[config.mk]
export PLATFORM = sky130hd
export DESIGN_NAME = cmc_ctrl
export DESIGN_NICKNAME = d
export VERILOG_FILES = /design/src/cmc_pkg.sv /design/src/cmc_ctrl.sv
export SDC_FILE = /design/constraint.sdc
export NUM_CORES = 1
export LEC_CHECK = 0
export ABC_AREA = 1
export BUFFER_PORTS_ARGS = -buffer_cell sky130_fd_sc_hd__buf_2
export CORE_MARGIN = 5
export CORE_UTILIZATION = 31
export DETAILED_ROUTE_END_ITERATION = 16
export SLEW_MARGIN = 40
export SYNTH_ARGS = -nofsm -noshare
export SYNTH_HDL_FRONTEND = slang
export SYNTH_SLANG_ARGS = --single-unit
[constraint.sdc]
create_clock -name clock -period 12.6 [get_ports clock]
set_input_delay 2.52 -clock clock [delete_from_list [all_inputs] [get_ports clock]]
set_output_delay 2.52 -clock clock [all_outputs]
set_load 0.02 [all_outputs]
[src/cmc_pkg.sv]
`default_nettype none

package cmc_pkg;

   // Map and position geometry
   localparam int MAP_ENTRIES   = 1024;
   localparam int POSITION_BITS = 16;
   localparam int IDX_W         = $clog2(MAP_ENTRIES);
   localparam int PROD_W        = POSITION_BITS + IDX_W + 1;

   // Fixed field widths of the ports
   localparam int Q16_W    = 16;
   localparam int SAMPLE_W = 16;
   localparam int RD_IDX_W = 10;
   localparam int REP_IDX_W = 10;
   localparam int TICK_W   = 16;
   localparam int GAP_W    = 10;
   localparam int GAP_MAX  = 1023;

   // Step counter holds 2*gap + 2*entries + 1
   localparam int STEP_W = $clog2(2 * GAP_MAX + 2 * MAP_ENTRIES + 2);

   // One map step of travel, rounded half up, and the rounding offset of the index
   localparam logic [POSITION_BITS-1:0] POS_STEP =
      POSITION_BITS'(((1 << POSITION_BITS) + MAP_ENTRIES / 2) / MAP_ENTRIES);
   localparam logic [PROD_W-1:0] IDX_HALF = PROD_W'(1 << (POSITION_BITS - 1));

   localparam logic [TICK_W-1:0] TICK_DIVIDE_RESET = TICK_W'(500);
   localparam logic [GAP_W-1:0]  GAP_STEPS_RESET   = GAP_W'(100);

   typedef enum logic [1:0] {
      ACT_TICK  = 2'd0,
      ACT_START = 2'd1,
      ACT_READ  = 2'd2,
      ACT_END   = 2'd3
   } action_type;

   typedef enum logic [0:0] {
      CSR_TICK_DIVIDE = 1'b0,
      CSR_GAP_STEPS   = 1'b1
   } csr_index_type;

   typedef enum logic [2:0] {
      ST_CLEAR,
      ST_IDLE,
      ST_READ_WAIT,
      ST_INDEX,
      ST_ACCESS,
      ST_MERGE
   } state_type;

   typedef struct packed {
      logic [TICK_W-1:0] tick_divide;
      logic [GAP_W-1:0]  gap_steps;
   } cfg_type;

   typedef struct packed {
      logic [Q16_W-1:0]     position_command;
      logic                 report_valid;
      logic [REP_IDX_W-1:0] report_index;
      logic [SAMPLE_W-1:0]  report_value;
      logic                 finished;
      logic                 map_valid;
      logic [SAMPLE_W-1:0]  read_value;
   } rsp_type;

   // Scale a Q0.16 fraction to the internal position width
   function automatic logic [POSITION_BITS-1:0] pos_from_q16(input logic [Q16_W-1:0] v);
      logic [Q16_W+POSITION_BITS-1:0] t;
      t = {v, {POSITION_BITS{1'b0}}} >> Q16_W;
      return t[POSITION_BITS-1:0];
   endfunction

   // Scale the internal position to a Q0.16 fraction
   function automatic logic [Q16_W-1:0] pos_to_q16(input logic [POSITION_BITS-1:0] p);
      logic [Q16_W+POSITION_BITS-1:0] t;
      t = {p, {Q16_W{1'b0}}} >> POSITION_BITS;
      return t[Q16_W-1:0];
   endfunction

endpackage

`default_nettype wire

[src/cmc_ctrl.sv]
`default_nettype none

module cmc_ctrl (
   input  wire logic                             clock,
   input  wire logic                             reset,
   input  wire logic                             start,
   output logic                                  busy,
   input  wire cmc_pkg::action_type              action,
   input  wire logic [cmc_pkg::SAMPLE_W-1:0]     current_sample,
   input  wire logic [cmc_pkg::Q16_W-1:0]        start_position,
   input  wire logic [cmc_pkg::RD_IDX_W-1:0]     read_index,
   input  wire cmc_pkg::cfg_type                 cfg,
   output logic                                  mem_we,
   output logic [cmc_pkg::IDX_W-1:0]             mem_addr,
   output logic [cmc_pkg::SAMPLE_W-1:0]          mem_wdata,
   input  wire logic [cmc_pkg::SAMPLE_W-1:0]     mem_rdata,
   output logic                                  rsp_strobe,
   output cmc_pkg::rsp_type                      rsp
);

   import cmc_pkg::*;

   state_type               state_ff, state_in;
   logic [POSITION_BITS-1:0] pos_ff, pos_in;
   logic [TICK_W-1:0]       tc_ff, tc_in;
   logic [STEP_W-1:0]       sc_ff, sc_in;
   logic                    run_ff, run_in;
   logic                    valid_ff, valid_in;
   logic [IDX_W-1:0]        clr_cnt_ff, clr_cnt_in;
   logic                    clr_rsp_ff, clr_rsp_in;
   logic                    rd_ok_ff, rd_ok_in;
   logic                    ccw_ff, ccw_in;
   logic [SAMPLE_W-1:0]     sample_ff, sample_in;
   logic [IDX_W-1:0]        idx_ff, idx_in;
   logic                    rsp_strobe_ff, rsp_go;
   rsp_type                 rsp_ff, rsp_in;

   logic                    accept;
   logic [STEP_W-1:0]       gap_ext, bound_cw_gap, bound_cw_rec, bound_ccw_gap, bound_ccw_rec;
   logic [POSITION_BITS-1:0] pos_cw, pos_ccw;
   logic [PROD_W-1:0]       prod;
   logic [IDX_W:0]          idx_full;
   logic [IDX_W+RD_IDX_W-1:0] ri_wide;
   logic [IDX_W+REP_IDX_W-1:0] rep_idx_wide;
   logic [SAMPLE_W:0]       sum, sum_adj;

   assign accept = start && (state_ff == ST_IDLE);
   assign busy   = (state_ff != ST_IDLE);

   // Phase boundaries of the run
   assign gap_ext       = STEP_W'(cfg.gap_steps);
   assign bound_cw_gap  = gap_ext;
   assign bound_cw_rec  = gap_ext + STEP_W'(MAP_ENTRIES);
   assign bound_ccw_gap = bound_cw_rec + gap_ext;
   assign bound_ccw_rec = bound_ccw_gap + STEP_W'(MAP_ENTRIES);

   // One map step either way, wrapping modulo a turn
   assign pos_cw  = pos_ff + POS_STEP;
   assign pos_ccw = pos_ff - POS_STEP;

   // Nearest map index of the current position
   assign prod     = PROD_W'(pos_ff) * PROD_W'(MAP_ENTRIES) + IDX_HALF;
   assign idx_full = prod[PROD_W-1:POSITION_BITS];

   assign ri_wide      = (IDX_W + RD_IDX_W)'(read_index);
   assign rep_idx_wide = (IDX_W + REP_IDX_W)'(idx_ff);

   // Average of stored entry and sample, truncated toward zero
   assign sum     = {mem_rdata[SAMPLE_W-1], mem_rdata} + {sample_ff[SAMPLE_W-1], sample_ff};
   assign sum_adj = sum + (SAMPLE_W + 1)'(sum[SAMPLE_W]);

   always_comb begin
      state_in   = state_ff;
      pos_in     = pos_ff;
      tc_in      = tc_ff;
      sc_in      = sc_ff;
      run_in     = run_ff;
      valid_in   = valid_ff;
      clr_cnt_in = clr_cnt_ff;
      clr_rsp_in = clr_rsp_ff;
      rd_ok_in   = rd_ok_ff;
      ccw_in     = ccw_ff;
      sample_in  = sample_ff;
      idx_in     = idx_ff;
      mem_we     = 1'b0;
      mem_addr   = clr_cnt_ff;
      mem_wdata  = '0;
      rsp_go     = 1'b0;
      rsp_in     = '0;

      unique case (state_ff)
         ST_CLEAR: begin
            // Sweep zeros through the map
            mem_we     = 1'b1;
            clr_cnt_in = clr_cnt_ff + IDX_W'(1);
            if (clr_cnt_ff == IDX_W'(MAP_ENTRIES - 1)) begin
               clr_cnt_in = '0;
               clr_rsp_in = 1'b0;
               rsp_go     = clr_rsp_ff;
               state_in   = ST_IDLE;
            end
         end
         ST_IDLE: begin
            if (accept) begin
               unique case (action)
                  ACT_START: begin
                     pos_in     = pos_from_q16(start_position);
                     valid_in   = 1'b0;
                     tc_in      = '0;
                     sc_in      = '0;
                     run_in     = 1'b1;
                     clr_cnt_in = '0;
                     clr_rsp_in = 1'b1;
                     state_in   = ST_CLEAR;
                  end
                  ACT_READ: begin
                     mem_addr = ri_wide[IDX_W-1:0];
                     rd_ok_in = (ri_wide < (IDX_W + RD_IDX_W)'(MAP_ENTRIES));
                     state_in = ST_READ_WAIT;
                  end
                  ACT_END: begin
                     run_in = 1'b0;
                     if (!valid_ff) begin
                        clr_cnt_in = '0;
                        clr_rsp_in = 1'b1;
                        state_in   = ST_CLEAR;
                     end else begin
                        rsp_go = 1'b1;
                     end
                  end
                  ACT_TICK: begin
                     if (!run_ff) begin
                        rsp_go = 1'b1;
                     end else begin
                        tc_in = tc_ff + TICK_W'(1);
                        if (tc_in >= cfg.tick_divide) begin
                           tc_in = '0;
                           sc_in = sc_ff + STEP_W'(1);
                           priority if (sc_in <= bound_cw_gap) begin
                              pos_in = pos_cw;
                              rsp_go = 1'b1;
                           end else if (sc_in <= bound_cw_rec) begin
                              ccw_in    = 1'b0;
                              sample_in = current_sample;
                              state_in  = ST_INDEX;
                           end else if (sc_in <= bound_ccw_gap) begin
                              pos_in = pos_ccw;
                              rsp_go = 1'b1;
                           end else if (sc_in <= bound_ccw_rec) begin
                              ccw_in    = 1'b1;
                              sample_in = current_sample;
                              state_in  = ST_INDEX;
                           end else begin
                              rsp_in.finished = 1'b1;
                              valid_in        = 1'b1;
                              run_in          = 1'b0;
                              rsp_go          = 1'b1;
                           end
                        end else begin
                           rsp_go = 1'b1;
                        end
                     end
                  end
               endcase
            end
         end
         ST_READ_WAIT: begin
            rsp_in.read_value = rd_ok_ff ? mem_rdata : '0;
            rsp_go            = 1'b1;
            state_in          = ST_IDLE;
         end
         ST_INDEX: begin
            // Register the index, folding a full turn back to zero
            idx_in   = (idx_full >= (IDX_W + 1)'(MAP_ENTRIES)) ? '0 : idx_full[IDX_W-1:0];
            state_in = ST_ACCESS;
         end
         ST_ACCESS: begin
            mem_addr = idx_ff;
            if (!ccw_ff) begin
               mem_we              = 1'b1;
               mem_wdata           = sample_ff;
               rsp_in.report_valid = 1'b1;
               rsp_in.report_index = rep_idx_wide[REP_IDX_W-1:0];
               rsp_in.report_value = sample_ff;
               pos_in              = pos_cw;
               rsp_go              = 1'b1;
               state_in            = ST_IDLE;
            end else begin
               state_in = ST_MERGE;
            end
         end
         ST_MERGE: begin
            mem_addr            = idx_ff;
            mem_we              = 1'b1;
            mem_wdata           = sum_adj[SAMPLE_W:1];
            rsp_in.report_valid = 1'b1;
            rsp_in.report_index = rep_idx_wide[REP_IDX_W-1:0];
            rsp_in.report_value = sample_ff;
            pos_in              = pos_ccw;
            rsp_go              = 1'b1;
            state_in            = ST_IDLE;
         end
         default: begin
            state_in = ST_IDLE;
         end
      endcase

      rsp_in.position_command = pos_to_q16(pos_in);
      rsp_in.map_valid        = valid_in;
   end

   // Hold control state
   always_ff @(posedge clock) begin
      if (reset) begin
         state_ff      <= ST_CLEAR;
         pos_ff        <= '0;
         tc_ff         <= '0;
         sc_ff         <= '0;
         run_ff        <= 1'b0;
         valid_ff      <= 1'b0;
         clr_cnt_ff    <= '0;
         clr_rsp_ff    <= 1'b0;
         rsp_strobe_ff <= 1'b0;
      end else begin
         state_ff      <= state_in;
         pos_ff        <= pos_in;
         tc_ff         <= tc_in;
         sc_ff         <= sc_in;
         run_ff        <= run_in;
         valid_ff      <= valid_in;
         clr_cnt_ff    <= clr_cnt_in;
         clr_rsp_ff    <= clr_rsp_in;
         rsp_strobe_ff <= rsp_go;
      end
   end

   // Hold payload of the transaction in flight and of the result
   always_ff @(posedge clock) begin
      rd_ok_ff  <= rd_ok_in;
      ccw_ff    <= ccw_in;
      sample_ff <= sample_in;
      idx_ff    <= idx_in;
      if (rsp_go) begin
         rsp_ff <= rsp_in;
      end
   end

   assign rsp_strobe = rsp_strobe_ff;
   assign rsp        = rsp_ff;

`ifndef NO_ASSERTIONS
   a_fin_sets_valid: assert property (@(posedge clock) disable iff (reset)
      rsp_strobe_ff && rsp_ff.finished |-> rsp_ff.map_valid)
      else $error("finish reported without map valid");

   a_fin_no_report: assert property (@(posedge clock) disable iff (reset)
      rsp_strobe_ff |-> !(rsp_ff.finished && rsp_ff.report_valid))
      else $error("finish and sample report in one result");

   a_start_clears: assert property (@(posedge clock) disable iff (reset)
      accept && (action == ACT_START) |=> (state_ff == ST_CLEAR) && !valid_ff)
      else $error("start did not begin a clearing pass");

   a_idle_no_write: assert property (@(posedge clock) disable iff (reset)
      (state_ff == ST_IDLE) |-> !mem_we)
      else $error("map written while idle");

   a_one_result: assert property (@(posedge clock) disable iff (reset)
      rsp_strobe_ff |=> !rsp_strobe_ff || $past(accept))
      else $error("result repeated without a transaction");
`endif

endmodule

`default_nettype wire
==> impl_metrics.toml <==
[logic_synthesis]
synth_fp_nets = 1468
synth_edf_count = 88
syn_inst = 1312
yosysTopAreaCell = "edfxtp_1"
synth_area_leaders = "edfxtp_1 27%, dfxtp_1 12%, nand2_1 11%, ha_1 8.4%, inv_1 7.5%"
async_flop_share_pct = 0
synth_compound_area_share_pct = 12.4
synthAdderAreaFrac_pct = 8.58
syn_avg_cell_area_um2 = 7.51
synth_cell_types = 51
synth_top_area_share_pct = 26.8
ys_seq_area_share_pct = 39.2
yosys.area_share.simple_pct = 26.1
synth_top_family_by_area = "simple AND/OR/NAND/NOR gates"
syn_area_um2 = 9850
synth.area.mux_share_pct = 0
ys.warnings.count = 0
synth_flop_cell = "edfxtp_1"
synth-xor-area-share_pct = 4.18
synth-seq-cells = 149

[setup_path]
r2r_cells = 22
arrival_ns = 5.92
rr_startpoint = "tc_ff[0]"
reg2reg_to = "rsp[59]"
crit_fanout = 4
rrSetupSlack_ns = 8.13
required_ns = 10.08
cp-end-kind = "output pin"
path_class = "primary input to output pin"
cp-start-kind = "primary input"

[timing]
finalHoldViolCount = 0
timing.final.crit_period_ns = 8.44
setup_viol = 0
worst_slew_pin_slew_ns = 0.744
clock.fmax_mhz = 118
slew_viol_final = 0
rsz0062_at_grt = "false"
finalWorstSetupSlack_ns = 4.16
hold_slack_ns = 0.487
fin_skew_ns = 0.0131
min_period_over_period_pct = 67.0
setup_tns_ns = 0
slew-limit-headroom_pct = 50.3

[worst_hold_path]
hold_class = "flop to flop"
min_delay_path_depth = 2
hold_start = "tc_ff[4]"
min_to = "tc_ff[4]"

[clocking]
clock_sinks = 149
cts-buffers-inserted = 17
root_buffer = "clkbuf_16"
ctsResizeCount = 0
cts_setup_buffers = 0
cts_tree = "built"
clock_latency_ns = 0.44
clk_path_buf_depth = 2
hold_buffers = 0
h-tree-depth = 4
path_clk_slew_ns = 0.06

[global_route]
grt_max_degree = 62
grtUsageTotal_pct = 16.2
grt_pass1_vias = 8957
grt_antenna_before_repair = 4
grt_overflow = 0
grt_pass1_wl_um = 46400

[floorplanning]
rows = 65
ioPinCount = 179
initial_utilization_pct = 31.3
design.core.area_um2 = 31500
die_height_um = 188
fp.dieArea_um2 = 35500
dieWidth_um = 188

[routing]
num_vias = 9225
first_iter_violations = 707
wl_um = 28900
wire_per_inst_um = 15.2
route.detailed.drc = 0
viasPerCell = 4.87
first_pass_iters = 5
ant_nets = 0

[placed_design]
dpl_cell_area_um2 = 11200
dp_hpwl_um = 22100
post-place-ws_ns = 4.13
place_inst = 1863
gp_congestion = 0.925
port_buffers = 178

[power_and_ir_drop]
p_leak_nw = 5.50
power_mw = 1.12
power_switching_share_pct = 23.5
peakVddDrop_uv = 85.9
p_int_mw = 0.859
comb_power_share_pct = 7.8
power-per-cell-area_nw_per_um2 = 95.3
seqPwrFrac_pct = 45.7
p_sw_mw = 0.264
p_clk_share_pct = 46.5

[finish]
stdcell_area_um2 = 11800
final_cell_mix = "296 x nand2_1, 197 x inv_1, 177 x buf_2"
drive_above_1_share_pct = 17.7
final_util_pct = 37.5
nNetsFinal = 1636
layout_commonest_cell = "nand2_1"
fillers = 3317
stdcell_count = 1896
area_growth_pct = 19.7

[flow_run]
drv_cap = 0

[run_status]
status = "complete, no violations"
[power by group through the flow]
stage	Combinational, mW	Sequential [mW]	Clock (mW)
floorplan	0.0552	0.524	0
global placement	0.0851	0.524	0
detailed placement	0.0865	0.524	0
CTS	0.0874	0.514	0.538
global route	0.0999	0.514	0.559
finish	0.0874	0.514	0.522
[sequential cells by signal (all words and copies together) (netlist names)]
signal / flops
rsp: 61
ccw_ff: 1
sample_ff: 16
clr_rsp_ff: 1
pos_ff: 16
state_ff: 3
clr_cnt_ff: 10
sc_ff: 12
valid_ff: 1
idx_ff: 10
tc_ff: 16
run_ff: 1
rsp_strobe: 1
[synth_stat cells (all sizes together), types with 4 or more instances]
master,instances
clkbuf,21
a22oi,17
nand2,306
clkinv,4
a221oi,5
inv,207
nor3,26
a31oi,4
xnor2,6
buf,14
nor2,152
o21ai,55
nand3,73
xor2,41
a21o,4
nor4,4
dfxtp,61
o221ai,10
edfxtp,88
ha,66
o22ai,6
nand4,20
a21oi,99
[worst max-delay path by stage]
stage	startpoint	to	cells past startpoint
2_1_floorplan	mem_rdata[0]	mem_wdata[11]	24
3_3_place_gp	mem_rdata[0]	mem_wdata[11]	26
3_5_place_dp	mem_rdata[0]	mem_wdata[11]	26
4_1_cts	mem_rdata[0]	mem_wdata[11]	26
5_1_grt	mem_rdata[0]	mem_wdata[11]	26
6_report	mem_rdata[0]	mem_wdata[11]	26
[metal layers]
layer	global-route usage (%)	wire, um
met5	0	41
met4	4.37	459
met3	4.11	2110
met2	27.5	13500
met1	20.6	12700
[final cells by class]
class                           instances  area, um2  share of cell area (%)
Antenna cell                            1       2.50                  0.0212
Clock buffer                           22        485                    4.12
Clock inverter                         10        120                    1.02
Inverter                              211        795                    6.74
Multi-Input combinational cell        917       5090                    43.1
Sequential cell                       149       3860                    32.8
Tap cell                              402        503                    4.26
Timing Repair Buffer                  184        938                    7.96
[critical path: stages]
cell and delay (ns):
buf_2 0.11, ha_1 0.22, fa_1 0.40, nand3_1 0.10
nand3_2 0.10, a21oi_2 0.26, o21ai_2 0.12, nand3_1 0.10
nand2_1 0.06, nand2_1 0.07, nand3_1 0.18, inv_1 0.10
ha_1 0.16, nand2_1 0.07, nor2_1 0.12, inv_1 0.07
nor2_1 0.08, inv_1 0.08, nor3_2 0.19, nand2_1 0.10
inv_2 0.08, nand3_1 0.10, nand2_1 0.10, nand2_1 0.05
o21ai_1 0.17, buf_2 0.19
[cell families (layout without fill, tap and decap cells)]
logic type / Yosys count / after routing
AOI/OAI and AO/OA: 212 / 212
xor gates and xnor gates: 47 / 47
adders and majority gates: 67 / 67
buffers and inverters: 246 / 427
DFF: 149 / 149
other: 0 / 1
and+or+nand+nor: 591 / 591
Note: power is estimated with default switching activity, not from simulation.
